[src/rtl/pcd_pkg.sv]
// Shared types, constants and the delay function of the phase-cut dimmer.
// No dependencies.
`timescale 1ns / 1ps

package pcd_pkg;

    localparam int OUT_BITS   = 4;
    localparam int CFG_IDX_W  = 2;
    localparam int CFG_DATA_W = 16;

    localparam logic [7:0] LEVEL_FULL  = 8'd255;
    localparam logic [7:0] INTENT_OFF  = 8'd0;
    localparam logic [7:0] INTENT_FULL = 8'd255;

    localparam logic FUNC_COMPARE   = 1'b0;
    localparam logic FUNC_SET_LEVEL = 1'b1;

    localparam logic [CFG_IDX_W-1:0] CFG_MIN_LEVEL    = 2'd0;
    localparam logic [CFG_IDX_W-1:0] CFG_MAX_LEVEL    = 2'd1;
    localparam logic [CFG_IDX_W-1:0] CFG_RAMP_STEP    = 2'd2;
    localparam logic [CFG_IDX_W-1:0] CFG_CYCLE_PERIOD = 2'd3;

    localparam logic [7:0]  MIN_LEVEL_RST    = 8'd10;
    localparam logic [7:0]  MAX_LEVEL_RST    = 8'd245;
    localparam logic [7:0]  RAMP_STEP_RST    = 8'd58;
    localparam logic [15:0] CYCLE_PERIOD_RST = 16'd14400;

    typedef struct packed {
        logic       func;
        logic [1:0] channel;
        logic [7:0] level;
        logic [7:0] on_intent;
        logic       start_ramp;
    } pcd_in_t;

    typedef struct packed {
        logic [15:0]         compare_value;
        logic [OUT_BITS-1:0] led_levels;
        logic [OUT_BITS-1:0] ramp_busy;
    } pcd_out_t;

    typedef struct packed {
        logic [7:0]  min_level;
        logic [7:0]  max_level;
        logic [7:0]  ramp_step;
        logic [15:0] cycle_period;
    } pcd_cfg_t;

    // switch-on delay in ticks: (255 - level) * step
    function automatic logic [15:0] pcd_delay(input logic [7:0] lvl, input logic [7:0] step);
        return {8'd0, LEVEL_FULL - lvl} * {8'd0, step};
    endfunction

endpackage

[src/rtl/pcd_cfg_regs.sv]
// Configuration registers of the phase-cut dimmer.
// Depends on pcd_pkg.
`timescale 1ns / 1ps

module pcd_cfg_regs (
    input  logic                              aclk,
    input  logic                              aresetn,
    input  logic                              cfg_wr_en,
    input  logic [pcd_pkg::CFG_IDX_W-1:0]     cfg_index,
    input  logic [pcd_pkg::CFG_DATA_W-1:0]    cfg_wdata,
    output pcd_pkg::pcd_cfg_t                 cfg
);
    import pcd_pkg::*;

    pcd_cfg_t cfg_reg;

    always_ff @(posedge aclk) begin
        if (!aresetn) begin
            cfg_reg.min_level    <= MIN_LEVEL_RST;
            cfg_reg.max_level    <= MAX_LEVEL_RST;
            cfg_reg.ramp_step    <= RAMP_STEP_RST;
            cfg_reg.cycle_period <= CYCLE_PERIOD_RST;
        end else if (cfg_wr_en) begin
            case (cfg_index)
                CFG_MIN_LEVEL:    cfg_reg.min_level    <= cfg_wdata[7:0];
                CFG_MAX_LEVEL:    cfg_reg.max_level    <= cfg_wdata[7:0];
                CFG_RAMP_STEP:    cfg_reg.ramp_step    <= cfg_wdata[7:0];
                CFG_CYCLE_PERIOD: cfg_reg.cycle_period <= cfg_wdata[15:0];
                default: ;
            endcase
        end
    end

    assign cfg = cfg_reg;

endmodule

[src/rtl/pcd_sort.sv]
// Rank sort of the per-channel delays, ascending, ties kept in channel order.
// Depends on nothing.
`timescale 1ns / 1ps

module pcd_sort #(
    parameter int CHANNELS = 4
) (
    input  logic [CHANNELS-1:0][15:0] vals,
    output logic [CHANNELS-1:0][15:0] sorted
);
    localparam int RW = (CHANNELS > 1) ? $clog2(CHANNELS) : 1;

    logic [CHANNELS-1:0][RW-1:0] rank;

    always_comb begin
        for (int i = 0; i < CHANNELS; i++) begin
            rank[i] = '0;
            for (int j = 0; j < CHANNELS; j++) begin
                if ((vals[j] < vals[i]) || ((vals[j] == vals[i]) && (j < i))) begin
                    rank[i] = rank[i] + 1'b1;
                end
            end
        end
    end

    always_comb begin
        for (int k = 0; k < CHANNELS; k++) begin
            sorted[k] = '0;
            for (int i = 0; i < CHANNELS; i++) begin
                if (rank[i] == RW'(k)) begin
                    sorted[k] = sorted[k] | vals[i];
                end
            end
        end
    end

endmodule

[src/rtl/pcd_sched.sv]
// Scheduler state and single-pass update: set-level commands, cycle start
// with ramp step and re-sort, and slot matching. Depends on pcd_pkg, pcd_sort.
`timescale 1ns / 1ps

module pcd_sched #(
    parameter int CHANNELS = 4
) (
    input  logic               aclk,
    input  logic               aresetn,
    input  logic               proceed,
    input  pcd_pkg::pcd_in_t   item,
    input  pcd_pkg::pcd_cfg_t  cfg,
    output pcd_pkg::pcd_out_t  result
);
    import pcd_pkg::*;

    localparam int SW = $clog2(CHANNELS + 1);
    localparam int PW = (CHANNELS > OUT_BITS) ? CHANNELS : OUT_BITS;

    logic [CHANNELS-1:0][15:0] tgt_reg, tgt_next, rmp_reg, rmp_next, srt_reg, srt_next;
    logic [CHANNELS-1:0][7:0]  int_reg, int_next;
    logic [CHANNELS-1:0]       arm_reg, arm_next, pin_reg, pin_next;
    logic [SW-1:0]             slot_reg, slot_next;
    logic [15:0]               nc_reg, nc_next;

    logic [CHANNELS-1:0][15:0] tgt_tick, rmp_tick, srt_tick;
    logic [CHANNELS-1:0]       arm_tick, pin_tick;
    logic                      tick_any;

    logic [7:0]    lvl_clamp;
    logic [15:0]   set_dly, start_dly;
    logic [PW-1:0] pin_pad, arm_pad;

    // clamp; with inverted limits the low limit wins below it
    assign lvl_clamp = (item.level < cfg.min_level) ? cfg.min_level :
                       (item.level > cfg.max_level) ? cfg.max_level : item.level;
    assign set_dly   = pcd_delay(lvl_clamp, cfg.ramp_step);
    assign start_dly = pcd_delay(cfg.min_level, cfg.ramp_step);

    // cycle start: pins with a nonzero delay go low, one ramp step per armed channel
    always_comb begin
        logic [15:0] tg;
        logic [15:0] rd;
        logic [15:0] step16;
        tg       = '0;
        rd       = '0;
        step16   = {8'd0, cfg.ramp_step};
        tgt_tick = tgt_reg;
        rmp_tick = rmp_reg;
        arm_tick = arm_reg;
        tick_any = 1'b0;
        for (int i = 0; i < CHANNELS; i++) begin
            pin_tick[i] = (tgt_reg[i] != 16'd0) ? 1'b0 : pin_reg[i];
        end
        for (int i = 0; i < CHANNELS; i++) begin
            if (arm_reg[i]) begin
                tick_any = 1'b1;
                tg = tgt_reg[i];
                rd = rmp_reg[i];
                if (tg > rd) begin
                    rd = ((tg - rd) <= step16) ? tg : rd + step16;
                end else if (tg < rd) begin
                    rd = ((rd - tg) <= step16) ? tg : rd - step16;
                end
                rmp_tick[i] = rd;
                if (rd == tg) begin
                    arm_tick[i] = 1'b0;
                    if ((int_reg[i] == INTENT_OFF) || (int_reg[i] == INTENT_FULL)) begin
                        tgt_tick[i] = '0;
                        rmp_tick[i] = '0;
                        pin_tick[i] = (int_reg[i] == INTENT_FULL);
                    end
                end
            end
        end
    end

    pcd_sort #(
        .CHANNELS (CHANNELS)
    ) u_sort (
        .vals   (rmp_tick),
        .sorted (srt_tick)
    );

    always_comb begin
        logic [15:0] due;
        logic [SW-1:0] hits;
        logic [SW:0] sum;
        logic found;
        due       = '0;
        hits      = '0;
        sum       = '0;
        found     = 1'b0;
        tgt_next  = tgt_reg;
        rmp_next  = rmp_reg;
        srt_next  = srt_reg;
        int_next  = int_reg;
        arm_next  = arm_reg;
        pin_next  = pin_reg;
        slot_next = slot_reg;
        nc_next   = nc_reg;
        case (item.func)
            FUNC_SET_LEVEL: begin
                for (int i = 0; i < CHANNELS; i++) begin
                    if (int'(item.channel) == i) begin
                        if ((rmp_reg[i] == 16'd0) && (int_reg[i] == INTENT_OFF)) begin
                            rmp_next[i] = start_dly;
                        end
                        tgt_next[i] = set_dly;
                        int_next[i] = item.on_intent;
                        if (item.start_ramp) begin
                            arm_next[i] = 1'b1;
                        end
                    end
                end
            end
            FUNC_COMPARE: begin
                if (slot_reg >= SW'(CHANNELS)) begin
                    tgt_next  = tgt_tick;
                    rmp_next  = rmp_tick;
                    arm_next  = arm_tick;
                    pin_next  = pin_tick;
                    srt_next  = tick_any ? srt_tick : srt_reg;
                    slot_next = SW'(CHANNELS);
                    nc_next   = cfg.cycle_period;
                    for (int k = 0; k < CHANNELS; k++) begin
                        if (!found && (srt_next[k] != 16'd0)) begin
                            found     = 1'b1;
                            slot_next = SW'(k);
                            nc_next   = srt_next[k];
                        end
                    end
                end else begin
                    for (int k = 0; k < CHANNELS; k++) begin
                        if (slot_reg == SW'(k)) begin
                            due = srt_reg[k];
                        end
                    end
                    for (int i = 0; i < CHANNELS; i++) begin
                        if (rmp_reg[i] == due) begin
                            hits = hits + 1'b1;
                            if (tgt_reg[i] != 16'd0) begin
                                pin_next[i] = 1'b1;
                            end
                        end
                    end
                    sum = {1'b0, slot_reg} + {1'b0, hits};
                    if ((hits == '0) || (sum > (SW + 1)'(CHANNELS))) begin
                        slot_next = SW'(CHANNELS);
                    end else begin
                        slot_next = sum[SW-1:0];
                    end
                    nc_next = cfg.cycle_period;
                    for (int k = 0; k < CHANNELS; k++) begin
                        if (slot_next == SW'(k)) begin
                            nc_next = srt_reg[k];
                        end
                    end
                end
            end
            default: ;
        endcase
    end

    always_ff @(posedge aclk) begin
        if (!aresetn) begin
            tgt_reg  <= '0;
            rmp_reg  <= '0;
            srt_reg  <= '0;
            int_reg  <= '0;
            arm_reg  <= '0;
            pin_reg  <= '0;
            slot_reg <= SW'(CHANNELS);
            nc_reg   <= CYCLE_PERIOD_RST;
        end else if (proceed) begin
            tgt_reg  <= tgt_next;
            rmp_reg  <= rmp_next;
            srt_reg  <= srt_next;
            int_reg  <= int_next;
            arm_reg  <= arm_next;
            pin_reg  <= pin_next;
            slot_reg <= slot_next;
            nc_reg   <= nc_next;
        end
    end

    assign pin_pad = PW'(pin_next);
    assign arm_pad = PW'(arm_next);

    assign result.compare_value = nc_next;
    assign result.led_levels    = pin_pad[OUT_BITS-1:0];
    assign result.ramp_busy     = arm_pad[OUT_BITS-1:0];

endmodule

[src/rtl/multi_channel_phase_cut_dimmer_top.sv]
// Top level of the multi-channel phase-cut dimmer scheduler.
// Depends on pcd_pkg, pcd_cfg_regs, pcd_sched.
//
// Usage: each s_ beat is either a timer compare event (func 0) or a
// set-level command (func 1) for one channel. Every beat gives exactly one
// m_ beat: the next compare value, the pin level of each channel and the
// per-channel ramp-busy flags, all as they stand after that beat.
// Throughput: one beat per cycle while the receiver does not stall; the
// input register feeds a single combinational update pass (ramp step,
// CHANNELS-way rank sort and slot match) that lands in the result register.
// When the receiver stalls, the result register holds its beat and one
// more input beat is taken into the input register; s_ready then drops
// until m_ready returns. Configuration is written through cfg_wr_en,
// cfg_index and cfg_wdata; the user must write it only while idle, as
// the block itself does not enforce this.
// Reset (aresetn low, synchronous) restores the register defaults, clears
// all delays, pins and ramps, and puts the slot at cycle start.
`timescale 1ns / 1ps

module multi_channel_phase_cut_dimmer_top #(
    parameter int CHANNELS = 4
) (
    input  logic                            aclk,
    input  logic                            aresetn,
    input  logic                            s_valid,
    output logic                            s_ready,
    input  pcd_pkg::pcd_in_t                s_data,
    output logic                            m_valid,
    input  logic                            m_ready,
    output pcd_pkg::pcd_out_t               m_data,
    input  logic                            cfg_wr_en,
    input  logic [pcd_pkg::CFG_IDX_W-1:0]   cfg_index,
    input  logic [pcd_pkg::CFG_DATA_W-1:0]  cfg_wdata
);
    import pcd_pkg::*;

    pcd_cfg_t cfg;
    pcd_in_t  in_data_reg;
    logic     in_valid_reg;
    pcd_out_t result;
    pcd_out_t out_data_reg;
    logic     out_valid_reg;
    logic     proceed;

    assign proceed = in_valid_reg && (!out_valid_reg || m_ready);
    assign s_ready = !in_valid_reg || proceed;

    pcd_cfg_regs u_cfg (
        .aclk      (aclk),
        .aresetn   (aresetn),
        .cfg_wr_en (cfg_wr_en),
        .cfg_index (cfg_index),
        .cfg_wdata (cfg_wdata),
        .cfg       (cfg)
    );

    pcd_sched #(
        .CHANNELS (CHANNELS)
    ) u_sched (
        .aclk    (aclk),
        .aresetn (aresetn),
        .proceed (proceed),
        .item    (in_data_reg),
        .cfg     (cfg),
        .result  (result)
    );

    always_ff @(posedge aclk) begin
        if (!aresetn) begin
            in_valid_reg  <= 1'b0;
            out_valid_reg <= 1'b0;
        end else begin
            if (s_ready) begin
                in_valid_reg <= s_valid;
            end
            if (proceed) begin
                out_valid_reg <= 1'b1;
            end else if (m_ready) begin
                out_valid_reg <= 1'b0;
            end
        end
    end

    always_ff @(posedge aclk) begin
        if (s_valid && s_ready) begin
            in_data_reg <= s_data;
        end
        if (proceed) begin
            out_data_reg <= result;
        end
    end

    assign m_valid = out_valid_reg;
    assign m_data  = out_data_reg;

endmodule

[config.mk]
export PLATFORM = sky130hd
export DESIGN_NAME = multi_channel_phase_cut_dimmer_top
export DESIGN_NICKNAME = d
export VERILOG_FILES = /design/src/rtl/pcd_pkg.sv /design/src/rtl/pcd_cfg_regs.sv /design/src/rtl/pcd_sort.sv /design/src/rtl/pcd_sched.sv /design/src/rtl/multi_channel_phase_cut_dimmer_top.sv
export SDC_FILE = /design/constraint.sdc
export NUM_CORES = 2
export LEC_CHECK = 0
export ABC_AREA = 1
export BUFFER_PORTS_ARGS = -buffer_cell sky130_fd_sc_hd__buf_2
export CAP_MARGIN = 20
export CELL_PAD_IN_SITES_DETAIL_PLACEMENT = 0
export CELL_PAD_IN_SITES_GLOBAL_PLACEMENT = 1
export CORE_ASPECT_RATIO = 1.5
export CORE_MARGIN = 8
export CORE_UTILIZATION = 45
export CTS_CLUSTER_SIZE = 24
export DETAILED_ROUTE_END_ITERATION = 10
export PLACE_DENSITY = 0.93
export SLEW_MARGIN = 20
export SYNTH_ARGS = -nofsm -noshare
export SYNTH_HDL_FRONTEND = slang
export SYNTH_HIERARCHICAL = 1
export SYNTH_SLANG_ARGS = --single-unit
export TNS_END_PERCENT = 1
[constraint.sdc]
create_clock -name aclk -period 22.6 [get_ports aclk]
set_input_delay 0 -clock aclk [delete_from_list [all_inputs] [get_ports aclk]]
set_output_delay 0 -clock aclk [all_outputs]
set_load 0.03 [all_outputs]
==> metrics.txt <==
initial antenna violation count=17; fin util=48.66%; Crit-path slowest cell=dfxtp_1; Synth area leaders=nand2_1 (18%), dfxtp_1 (13%), ha_1 (12%); asr flop ratio synth=0%; clk_skew=23.26 ps; Final period util=59.09%; H-tree levels=2; final net count=8394; Clock Sinks=337; most common cell in the netlist=nand2_1; die area=between 100000 and 150000 um^2; Design Area, Final=49800 um^2; CTS Root Cell=clkbuf_16; Post-Syn Instances=a little under 8000; GRT Total Usage=40.95%; die height=roughly 400 um; setup tns final=0 ps; # rows=144; register area share after synthesis=15.51%; post-synth top area share=18.33%; synth cell count leaders=nand2_1 (2263), inv_1 (1042), nand3_1 (819), nor2_1 (753), a21oi_1 (470); drt initial violations=6547; Worst Setup Start Kind=flip-flop; CP Class=reg2reg; global-route wire length before repair=between 300000 and 400000 um; Post-Syn Area=46340 um^2; Num CTS Buffers=41; Fill cells=around 11000; CTS tree=yes; Max IR drop VDD=0.0005154 V; Max-Slew Margin vs Limit=18.18%; max cap viols=0; Routed WL=243800 um; post-synthesis register bit count=roughly 340; via-per-instance ratio=6.083; via count=roughly 56000; number of port buffers=between 60 and 70; die width=278.0 um; core area=between 100000 and 150000 um^2; grt total ovfl=0; Syn Area/Cell=5.907 um^2; Data arrival, critical path=13820 ps; Max clock buf depth=3; Final setup viols=0; Place WS=approximately 9700 ps; pwr dens=116.5 nW/um^2; Tmin final=13350 ps; cell accounting for the most synthesized area=nand2_1; max incr delay on CP=900 ps; Top cell by count, worst path=nand2_1; Hold WC Path Type=in2reg; post-route setup slack=9245 ps; maximum fanout along the worst path=28; final RePlAce weighted congestion=1.095; Yosys cell types=69; clk slew on worst S/H paths=70 ps; wire per inst=roughly 27 um; First-pass DRT Iterations=7; Final Max Slew Viols=0; postcts setup bufs=0; Worst-Skew Late Latency=approximately 630 ps; unrepaired setup endpoints after global routing=no; area delta synth->final=7.466%; Synth Flop Type=dfxtp_1; PnR Total Power=slightly below 6 mW; Post-synth EDFFs=44; DP Wirelength=185200 um; I/O pins=slightly below 70; largest net degree at the start of global routing=84; post-synth net total=approximately 8400; Residual DRC=0; worst-margin pin slew=~1200 ps; synth warn=6; Fin. Hold Viols=0; share of cells above drive strength 1=6.140%; status=finished, final reports clean; Placed Area=47760 um^2; Worst setup EP type=flip-flop; Detail Route Antenna Nets=0; Leak Pwr=26.53 nW; Worst Path Required=~23000 ps; Initial Util=45.28%; Max Clock Freq=~0.075 GHz; vias in the first global route=52530
[metal layers]
| layer | global-route usage [%] | wire, um | up-vias |
|---|---|---|---|
| met5 | 0 | 40 | - |
| met3 | 8.452 | 22400 | 1064 |
| li1 | - | - | 25380 |
| met4 | 35.72 | 26590 | 6 |
| met2 | 66.50 | 108200 | 3326 |
| met1 | 45.29 | 86620 | 26070 |
[kinds of logic (layout without fill, tap and decap cells)]
| family | after synthesis | count (layout) | share of synthesized area (%) |
|---|---|---|---|
| and+or+nand+nor | 4311 | 4311 | 40.31 |
| DFF | 337 | 337 | 15.51 |
| AOI/OAI and AO/OA | 1088 | 1088 | 12.84 |
| xor gates and xnor gates | 156 | 156 | 2.948 |
| muxes | 7 | 7 | 0.1512 |
| adders and majority gates | 534 | 534 | 15.86 |
| buffers and inverters | 1412 | 1417 | 12.38 |
| other | 0 | 16 | 0 |
[worst paths after layout]
| path | startpoint | cells after the start | to | slack (ps) |
|---|---|---|---|---|
| worst max-delay path | u_sched/rmp_reg[33]$_SDFFE_PN0P_ | 54 | m_data[17]$_DFFE_PP_ | 9250 |
| worst min-delay path | s_data[4] | 2 | in_data_reg[4]$_DFFE_PP_ | 90 |
| worst max register to register | u_sched/rmp_reg[33]$_SDFFE_PN0P_ | 54 | m_data[17]$_DFFE_PP_ | 9250 |
| worst min register to register | u_cfg/cfg[28]$_SDFFE_PN1P_ | 2 | u_cfg/cfg[28]$_SDFFE_PN1P_ | 460 |
[layout make-up]
cell class	count	area, um^2	share of cell area (%)
multi-input cells	6096	33530	67.33
diodes	16	40.04	0.08040
inverters	1086	4091	8.216
well taps	1314	1644	3.301
flip-flops and latches	337	7188	14.43
clock buffers	57	1197	2.404
clock inverters	19	215.2	0.4321
repair buffers	255	1893	3.801
[timing repair]
item,in CTS,in global routing
endpoints found under the setup margin,0,0
hold buffers,57,0
gates resized for setup,0,0
hold endpoints to repair,100,0
[critical path, delay by kind of cell (launching register included)]
kind,cells,cell delay [ps]
buffers and inverters,7,1780
AND/OR/NAND/NOR,37,8180
AO/OA/AOI/OAI,5,1090
XOR/XNOR,1,190
flip-flops,1,900
adder cells (fa/ha/maj),4,1000
[per-stage QoR]
| step | std cells | hold slack, ps |
|---|---|---|
| 4_1_cts | 9164 | 61.78 |
| 6_report | 9180 | 88.65 |
| 3_3_place_gp | 9030 | 176.8 |
| 2_1_floorplan | 7845 | 98.87 |
| 5_1_grt | 9166 | 99.05 |
| 3_5_place_dp | 9031 | 178.1 |
[cells in the final DEF, fill, tap and decap left out, types with 14 or more instances in the layout]
| master | netlist | routed |
|---|---|---|
| nand2_1 | 2263 | 2262 |
| inv_1 | 1042 | 1041 |
| nand3_1 | 819 | 819 |
| nor2_1 | 753 | 750 |
| a21oi_1 | 470 | 469 |
| ha_1 | 445 | 445 |
| o21ai_0 | 382 | 374 |
| dfxtp_1 | 293 | 292 |
| nand4_1 | 215 | 215 |
| xor2_1 | 152 | 152 |
| buf_4 | 34 | 130 |
| fa_1 | 89 | 89 |
| o21ai_1 | 72 | 74 |
| buf_2 | 105 | 67 |
| dlygate4sd3_1 | 0 | 57 |
| nor2_2 | 56 | 57 |
| nor4_1 | 53 | 51 |
| o211ai_1 | 45 | 45 |
| edfxtp_1 | 44 | 44 |
| clkbuf_16 | 0 | 42 |
| nor3_1 | 38 | 35 |
| nand2_2 | 31 | 31 |
| clkinv_1 | 21 | 21 |
| inv_2 | 19 | 19 |
| diode_2 | 0 | 16 |
| o21a_1 | 15 | 15 |
| o21bai_1 | 15 | 15 |
| o211ai_2 | 15 | 15 |
| nor2_4 | 12 | 14 |
[power by group]
group          internal (mW)  switching (mW)
registers              0.643          0.0653
logic                   1.12            3.24
clock network          0.400           0.327
Note: power is estimated with default switching activity, not from simulation.
